--- config.mk ---
export PLATFORM = sky130hd
export DESIGN_NAME = gregorian_date_add_days_core
export DESIGN_NICKNAME = d
export VERILOG_FILES = /design/src/rtl/core/gdad_pkg.sv /design/src/rtl/core/gdad_year_unit.sv /design/src/rtl/core/gregorian_date_add_days_core.sv
export SDC_FILE = /design/constraint.sdc
export NUM_CORES = 1
export LEC_CHECK = 0
export BUFFER_PORTS_ARGS = -buffer_cell sky130_fd_sc_hd__buf_2
export CORE_MARGIN = 3
export CORE_UTILIZATION = 63
export CTS_CLUSTER_SIZE = 30
export DETAILED_ROUTE_END_ITERATION = 16
export GPL_ROUTABILITY_DRIVEN = 0
export PLACE_DENSITY_LB_ADDON = 0.05
export SETUP_SLACK_MARGIN = 0.02
export SLEW_MARGIN = 10
export SYNTH_ARGS = -nofsm -noshare
export SYNTH_HDL_FRONTEND = slang
export SYNTH_HIERARCHICAL = 1
export SYNTH_SLANG_ARGS = --single-unit
export TNS_END_PERCENT = 50
--- constraint.sdc ---
create_clock -name clk -period 6.1 [get_ports clk]
set_input_delay 0.61 -clock clk [delete_from_list [all_inputs] [get_ports clk]]
set_output_delay 0.61 -clock clk [all_outputs]
set_load 0.005 [all_outputs]
--- src/rtl/core/gdad_pkg.sv ---
`default_nettype none

package gdad_pkg;

  // field widths
  localparam int unsigned YEAR_W  = 14;
  localparam int unsigned MONTH_W = 4;
  localparam int unsigned DAY_W   = 5;
  localparam int unsigned ADD_W   = 15;
  // running day total: up to 366 + 31 + 32767
  localparam int unsigned TOTAL_W = 16;

  localparam int unsigned IN_TDATA_W  = 40;
  localparam int unsigned OUT_TDATA_W = 24;

  localparam logic [MONTH_W-1:0] MONTH_JAN = MONTH_W'(1);
  localparam logic [MONTH_W-1:0] MONTH_FEB = MONTH_W'(2);
  localparam logic [MONTH_W-1:0] MONTH_DEC = MONTH_W'(12);

  localparam logic [YEAR_W-1:0] YEAR_MAX = '1;

  // century arithmetic for the leap rule
  localparam logic [6:0] CENTURY       = 7'd100;
  localparam logic [6:0] CENTURY_LAST  = 7'd99;
  // year / 100 as (year * 5243) >> 19, exact for every 14-bit year
  localparam logic [12:0] RECIP_100    = 13'd5243;
  localparam int unsigned RECIP_SHIFT  = 19;
  localparam int unsigned PROD_W       = YEAR_W + 13;
  // quotient of year / 100 fits in this many bits
  localparam int unsigned QUOT_W       = 8;

  typedef enum logic [2:0] {
    ST_IDLE,
    ST_DIV,
    ST_PREFIX,
    ST_WALK,
    ST_DONE
  } gdad_state_t;

  // control from sequencer to year unit
  typedef struct packed {
    logic start;
    logic inc;
  } gdad_year_ctl_t;

  // status from year unit to sequencer
  typedef struct packed {
    logic busy;
    logic leap;
  } gdad_year_stat_t;

  // month length, months outside 1..12 have no length
  function automatic logic [DAY_W-1:0] month_len(input logic [MONTH_W-1:0] m,
                                                 input logic leap);
    logic [DAY_W-1:0] len;
    len = '0;
    case (m)
      4'd1, 4'd3, 4'd5, 4'd7, 4'd8, 4'd10, 4'd12: len = DAY_W'(31);
      4'd4, 4'd6, 4'd9, 4'd11:                    len = DAY_W'(30);
      4'd2:    len = leap ? DAY_W'(29) : DAY_W'(28);
      default: len = '0;
    endcase
    return len;
  endfunction

endpackage

`default_nettype wire

--- src/rtl/core/gdad_year_unit.sv ---
`default_nettype none

module gdad_year_unit (
  input  wire logic                          clk,
  input  wire logic                          rst_n,
  input  wire gdad_pkg::gdad_year_ctl_t      ctl,
  input  wire logic [gdad_pkg::YEAR_W-1:0]   year_in,
  output      logic [gdad_pkg::YEAR_W-1:0]   year,
  output      gdad_pkg::gdad_year_stat_t     stat
);

  logic [gdad_pkg::YEAR_W-1:0]    year_r, year_nxt;
  logic [gdad_pkg::YEAR_W-1:0]    rem_r, rem_nxt;
  logic [gdad_pkg::QUOT_W-1:0]    quot_r, quot_nxt;
  logic [1:0]                     q4_r, q4_nxt;
  logic                           step_r, step_nxt;
  logic                           busy_r, busy_nxt;
  logic [gdad_pkg::PROD_W-1:0]    prod;

  // reciprocal multiply for year / 100
  assign prod = gdad_pkg::PROD_W'(year_r) * gdad_pkg::PROD_W'(gdad_pkg::RECIP_100);

  always_comb begin
    year_nxt = year_r;
    rem_nxt  = rem_r;
    quot_nxt = quot_r;
    q4_nxt   = q4_r;
    step_nxt = step_r;
    busy_nxt = busy_r;
    if (ctl.start) begin
      // load year, quotient next cycle, remainder the cycle after
      year_nxt = year_in;
      step_nxt = 1'b0;
      busy_nxt = 1'b1;
    end else if (busy_r) begin
      if (!step_r) begin
        quot_nxt = prod[gdad_pkg::RECIP_SHIFT +: gdad_pkg::QUOT_W];
        step_nxt = 1'b1;
      end else begin
        rem_nxt  = year_r - gdad_pkg::YEAR_W'(quot_r) * gdad_pkg::YEAR_W'(gdad_pkg::CENTURY);
        q4_nxt   = quot_r[1:0];
        busy_nxt = 1'b0;
      end
    end else if (ctl.inc) begin
      // next year, keep year mod 100 and century mod 4 in step
      if (year_r == gdad_pkg::YEAR_MAX) begin
        year_nxt = '0;
        rem_nxt  = '0;
        q4_nxt   = '0;
      end else begin
        year_nxt = year_r + 1'b1;
        if (rem_r[6:0] == gdad_pkg::CENTURY_LAST) begin
          rem_nxt = '0;
          q4_nxt  = q4_r + 1'b1;
        end else begin
          rem_nxt = rem_r + 1'b1;
        end
      end
    end
  end

  always_ff @(posedge clk) begin
    if (!rst_n) begin
      busy_r <= 1'b0;
    end else begin
      busy_r <= busy_nxt;
    end
  end

  always_ff @(posedge clk) begin
    year_r <= year_nxt;
    rem_r  <= rem_nxt;
    quot_r <= quot_nxt;
    q4_r   <= q4_nxt;
    step_r <= step_nxt;
  end

  // leap: by 400 at a century, else by 4
  assign year      = year_r;
  assign stat.busy = busy_r;
  assign stat.leap = (rem_r == '0) ? (q4_r == 2'd0) : (year_r[1:0] == 2'd0);

`ifndef NO_ASSERTIONS
  a_start_busy: assert property (@(posedge clk) disable iff (!rst_n)
    ctl.start |=> busy_r)
    else $error("year unit not busy after start");
  a_div_end: assert property (@(posedge clk) disable iff (!rst_n)
    (busy_r && !ctl.start && step_r) |=> !busy_r)
    else $error("division did not finish after last step");
  a_rem_range: assert property (@(posedge clk) disable iff (!rst_n)
    $fell(busy_r) |-> rem_r < gdad_pkg::YEAR_W'(gdad_pkg::CENTURY))
    else $error("year remainder not below 100 after division");
`endif

endmodule

`default_nettype wire

--- src/rtl/core/gregorian_date_add_days_core.sv ---
`default_nettype none

// channel   direction  tdata fields (lowest bit up)                     width
// in_       slave      start_year, start_month, start_day, days_to_add   40
// out_      master     result_year, result_month, result_day             24
//
// the time an item takes grows with the months before the start month and
// the months walked, and the month walk through the shared add/subtract
// unit sets most of it, one month per cycle, after the year unit splits
// the year into century and year of century.
// synchronous active-low reset clears the sequencer and the output valid.
// a finished result waits in the output register; a new item is taken
// meanwhile, and the block stalls at its end only if that register is full and not being read.

module gregorian_date_add_days_core (
  input  wire logic                               clk,
  input  wire logic                               rst_n,
  input  wire logic                               in_tvalid,
  output      logic                               in_tready,
  // start_year[13:0], start_month[17:14], start_day[22:18], days_to_add[37:23]
  input  wire logic [gdad_pkg::IN_TDATA_W-1:0]    in_tdata,
  output      logic                               out_tvalid,
  input  wire logic                               out_tready,
  // result_year[13:0], result_month[17:14], result_day[22:18]
  output      logic [gdad_pkg::OUT_TDATA_W-1:0]   out_tdata
);

  gdad_pkg::gdad_state_t            state_r, state_nxt;
  logic [gdad_pkg::TOTAL_W-1:0]     total_r, total_nxt;
  logic [gdad_pkg::MONTH_W-1:0]     month_r, month_nxt;
  logic [gdad_pkg::MONTH_W-1:0]     smonth_r, smonth_nxt;
  logic                             out_valid_r, out_valid_nxt;
  logic [gdad_pkg::OUT_TDATA_W-1:0] out_data_r, out_data_nxt;

  gdad_pkg::gdad_year_ctl_t         year_ctl;
  gdad_pkg::gdad_year_stat_t        year_stat;
  logic [gdad_pkg::YEAR_W-1:0]      year;

  logic [gdad_pkg::YEAR_W-1:0]      in_year;
  logic [gdad_pkg::MONTH_W-1:0]     in_month;
  logic [gdad_pkg::DAY_W-1:0]       in_day;
  logic [gdad_pkg::ADD_W-1:0]       in_add;
  logic                             in_xfer;

  logic [gdad_pkg::DAY_W-1:0]       len;
  logic                             alu_sub;
  logic [gdad_pkg::TOTAL_W-1:0]     alu_out;
  logic                             fits_month;

  // input field unpacking
  assign in_year  = in_tdata[13:0];
  assign in_month = in_tdata[17:14];
  assign in_day   = in_tdata[22:18];
  assign in_add   = in_tdata[37:23];

  assign in_tready = (state_r == gdad_pkg::ST_IDLE);
  assign in_xfer   = in_tvalid && in_tready;

  gdad_year_unit u_year (
    .clk     (clk),
    .rst_n   (rst_n),
    .ctl     (year_ctl),
    .year_in (in_year),
    .year    (year),
    .stat    (year_stat)
  );

  // shared add/subtract unit on the running total
  assign len        = gdad_pkg::month_len(month_r, year_stat.leap);
  assign alu_out    = alu_sub ? total_r - gdad_pkg::TOTAL_W'(len)
                              : total_r + gdad_pkg::TOTAL_W'(len);
  assign fits_month = total_r <= gdad_pkg::TOTAL_W'(len);

  // sequencer
  always_comb begin
    state_nxt     = state_r;
    total_nxt     = total_r;
    month_nxt     = month_r;
    smonth_nxt    = smonth_r;
    out_valid_nxt = out_valid_r;
    out_data_nxt  = out_data_r;
    year_ctl      = '0;
    alu_sub       = 1'b0;

    if (out_valid_r && out_tready) begin
      out_valid_nxt = 1'b0;
    end

    unique case (state_r)
      gdad_pkg::ST_IDLE: begin
        if (in_xfer) begin
          total_nxt      = gdad_pkg::TOTAL_W'(in_add) + gdad_pkg::TOTAL_W'(in_day);
          smonth_nxt     = in_month;
          month_nxt      = gdad_pkg::MONTH_JAN;
          year_ctl.start = 1'b1;
          state_nxt      = gdad_pkg::ST_DIV;
        end
      end
      gdad_pkg::ST_DIV: begin
        if (!year_stat.busy) begin
          state_nxt = gdad_pkg::ST_PREFIX;
        end
      end
      gdad_pkg::ST_PREFIX: begin
        // add lengths of the months before the start month
        if (month_r < smonth_r && month_r <= gdad_pkg::MONTH_DEC) begin
          total_nxt = alu_out;
          month_nxt = month_r + 1'b1;
        end else begin
          month_nxt = gdad_pkg::MONTH_JAN;
          state_nxt = gdad_pkg::ST_WALK;
        end
      end
      gdad_pkg::ST_WALK: begin
        // take off one month per cycle until the rest fits
        alu_sub = 1'b1;
        if (fits_month) begin
          state_nxt = gdad_pkg::ST_DONE;
        end else begin
          total_nxt = alu_out;
          if (month_r == gdad_pkg::MONTH_DEC) begin
            month_nxt    = gdad_pkg::MONTH_JAN;
            year_ctl.inc = 1'b1;
          end else begin
            month_nxt = month_r + 1'b1;
          end
        end
      end
      gdad_pkg::ST_DONE: begin
        if (!out_valid_r || out_tready) begin
          out_valid_nxt = 1'b1;
          out_data_nxt  = {1'b0, total_r[gdad_pkg::DAY_W-1:0], month_r, year};
          state_nxt     = gdad_pkg::ST_IDLE;
        end
      end
      default: begin
        state_nxt = gdad_pkg::ST_IDLE;
      end
    endcase
  end

  always_ff @(posedge clk) begin
    if (!rst_n) begin
      state_r     <= gdad_pkg::ST_IDLE;
      out_valid_r <= 1'b0;
    end else begin
      state_r     <= state_nxt;
      out_valid_r <= out_valid_nxt;
    end
  end

  always_ff @(posedge clk) begin
    total_r    <= total_nxt;
    month_r    <= month_nxt;
    smonth_r   <= smonth_nxt;
    out_data_r <= out_data_nxt;
  end

  assign out_tvalid = out_valid_r;
  assign out_tdata  = out_data_r;

`ifndef NO_ASSERTIONS
  a_accept_div: assert property (@(posedge clk) disable iff (!rst_n)
    in_xfer |=> state_r == gdad_pkg::ST_DIV)
    else $error("accepted item did not start the year division");
  a_walk_month: assert property (@(posedge clk) disable iff (!rst_n)
    state_r == gdad_pkg::ST_WALK |-> (month_r >= gdad_pkg::MONTH_JAN &&
                                      month_r <= gdad_pkg::MONTH_DEC))
    else $error("month walk left the range of months");
  a_walk_leap_ready: assert property (@(posedge clk) disable iff (!rst_n)
    (state_r == gdad_pkg::ST_WALK || state_r == gdad_pkg::ST_PREFIX) |-> !year_stat.busy)
    else $error("leap flag used while year division runs");
  a_done_day: assert property (@(posedge clk) disable iff (!rst_n)
    state_r == gdad_pkg::ST_DONE |-> total_r < gdad_pkg::TOTAL_W'(32))
    else $error("day remainder too large for a month");
`endif

endmodule

`default_nettype wire
==> run metrics <==
outcome complete, no violations; Ant. Diodes 0; clock transition at the registers of the reported paths 0.07 ns; sequential area share after synthesis 0.2669; Final HPWL DP 17,450 um; reg2reg path depth 16; Final min period 5.029 ns; initial antenna violation count 0; number of DRC markers in iteration 0 415; startpoint types flop; P&R area growth vs syn 8.409%; Post-synth EDFFs 85; CP required 6.18 ns; Die ar. 17,450 um2; Clock Sinks 91; RSZ-0062 raised after global routing no; Worst Setup EP u_year/quot_r[2]; Routed Antenna Nets 0; final number of hold-violating endpoints 0; Peak Freq 198.9 MHz; via count 7,304; drt wl/cell 16.67 um; GRT Residual Overflow 0; H-tree depth 3; CTS resizes 0; max-slew violations 0; port bufs 66; syn nets 1,289; filler instances 1,211; Worst-Margin Slew 0.9474 ns; pre-CTS worst setup slack 1.036 ns; Top-Level Pins 70; hold_sp in_tdata[14]; multi-input logic area 6618 um2; GRT Util Overall 0.2529; Final TNS setup 0 ns; synth warn 6; largest net degree at the start of global routing 38; die height 132.1 um; Starting Density 0.6515; Final Routed Wirelength 21,430 um; Vias/cell 5.684; remaining routing DRC violations 0; later-pin clock latency in the skew report 0.34 ns; type of the worst min-delay path input pin to flop; design area 10,860 um2; Final WS setup 1.071 ns; Yosys cell types 81; CTS Buffer Depth 2; number of setup violations in the final report 0; first-pass GRT wire length 35,750 um; CORE AREA 15,370 um2; crit path kind flop to flop; CTS Root Cell clkbuf_16; total of max-cap violations 0; syn avg cell area 9.975 um2; setup bufs post-CTS 0; fraction of registers with async set/reset 0; number of global-route vias before repair 7,253; r2r setup slk 1.07 ns; FF-to-FF End u_year/quot_r[2]; Arrival @ worst endpoint 5.11 ns; share of layout cells above drive strength 1 0.1145; final worst-path cycle share 0.8244; Setup crit end kind flop; dpl cell area 10,590 um2; worst-path maximum fanout 9; post-route non-filler standard cell count 1,285; synthesized area 10,010 um2; worst setup path startpoint u_year/year[4]; worst relative slew slack 0.3650; Num CTS Buffers 9; worst flop-to-flop path startpoint u_year/year[4]; CTS tree done; Post-Synthesis Cells 1,004; Cells after DPL 1,270; Post-Route Skew 0.01120 ns; ys flop type edfxtp_1; width of the die 132.1 um; DRT Pass-1 Iters 5; # hold bufs at CTS 0; nets 1,355; num rows 45; register area 2673 um2; Yosys reg bits 91
-- routing by layer --
metal / up-vias / track usage / share of wire
met5: - / 0 / 0
met4: 0 / 0.07526 / 0.023
met3: 33 / 0.02595 / 0.033
met2: 160 / 0.4450 / 0.51
met1: 3501 / 0.3321 / 0.44
li1: 3610 / - / -
-- state kept, by name, indices dropped and copies added (netlist names) --
name / count
out_tdata: 23
total_r: 16
u_year/rem_r: 14
u_year/year: 14
u_year/quot_r: 8
month_r: 4
smonth_r: 4
state_r: 3
u_year/q4_r: 2
out_tvalid: 1
u_year/busy_r: 1
u_year/step_r: 1
-- worst min path at each step --
stage | cells after the start | slack (ns) | endpoint
floorplan | 0 | 0.46 | out_tdata[18]
global placement | 0 | 0.47 | out_tdata[18]
detailed placement | 0 | 0.48 | out_tdata[18]
CTS | 1 | 0.43 | smonth_r[0]
global route | 1 | 0.42 | smonth_r[0]
finish | 1 | 0.44 | smonth_r[0]
-- per-stage QoR --
stage | utilization | hold slack (ns)
after floorplan | - | 0.4570
after global placement | 0.6890 | 0.4680
after detailed placement | 0.6890 | 0.4794
after CTS | 0.7063 | 0.4335
after global routing | 0.7063 | 0.4246
final | 0.7063 | 0.4403
-- cell usage after synthesis, types with 3 or more instances --
library cell,count,area [um2]
mux2_2,3,33.78
o22ai_1,14,87.58
nor2b_1,13,81.33
fa_1,70,1401
mux2i_1,6,60.06
nand2b_1,9,56.30
nor4_1,3,18.77
ha_1,171,2140
xnor2_1,47,411.6
o21ai_1,3,15.01
a2111o_1,3,33.78
o211ai_1,6,45.04
xor2_1,19,166.4
o2111ai_1,5,43.79
edfxtp_1,85,2552
clkbuf_1,14,52.55
nor3_1,16,80.08
a211oi_1,8,60.06
nand2_1,61,229.0
nor4b_1,5,43.79
buf_2,4,20.02
buf_4,3,22.52
inv_1,164,615.6
nor2_1,54,202.7
nand3b_1,3,22.52
o31ai_1,13,97.59
nand3_1,29,145.1
o21ai_0,35,175.2
or2_2,3,18.77
and3_1,11,68.82
dfxtp_1,6,120.1
o221ai_1,3,26.28
and2_1,5,31.28
o21a_1,8,60.06
a21oi_1,33,165.2
or3_1,5,31.28
nand4_1,10,62.56
-- final cells by class --
| cell class | count | area share |
|---|---|---|
| inverter | 164 | 0.05670 |
| timing repair buffer | 78 | 0.03872 |
| clock inverter | 6 | 0.003803 |
| sequential | 91 | 0.2462 |
| clock buffer | 9 | 0.02074 |
| multi-input combinational | 726 | 0.6095 |
| tap | 211 | 0.02432 |
-- cells by family after synthesis --
| family | count (synthesis) | synth area share |
|---|---|---|
| AOI/OAI and AO/OA | 161 | 0.1111 |
| adders and majority gates | 241 | 0.3536 |
| xor gates and xnor gates | 66 | 0.05772 |
| buffers and inverters | 187 | 0.07259 |
| and+or+nand+nor | 248 | 0.1284 |
| DFF | 91 | 0.2669 |
| other | 1 | 0.0003745 |
| muxes | 9 | 0.009370 |
-- critical path, cell delays in order, from the launching register on --
cell      delay, ns
edfxtp_1       0.64
inv_1          0.22
fa_1           0.57
inv_1          0.05
ha_1           0.20
fa_1           0.55
inv_1          0.05
fa_1           0.47
fa_1           0.56
inv_1          0.05
ha_1           0.30
a211oi_1       0.22
o21bai_1       0.14
a21oi_1        0.19
o21ai_0        0.10
o41ai_1        0.31
xnor2_1        0.15
-- layout by cell type, fill, tap and decap left out, types with 12 or more instances in the layout --
cell type,netlist,layout
nand3_1,29,29
xor2_1,19,19
buf_2,4,66
edfxtp_1,85,85
o22ai_1,14,14
nor3_1,16,16
a21oi_1,33,33
fa_1,70,70
inv_1,164,164
o21ai_0,35,35
buf_4,3,12
nor2_1,54,54
ha_1,171,171
nand2_1,61,61
xnor2_1,47,47
o31ai_1,13,13
nor2b_1,13,12
Power is left out: the tool's default activity adds up to more than one toggle a clock period on the data nets, which glitch-free logic cannot reach.
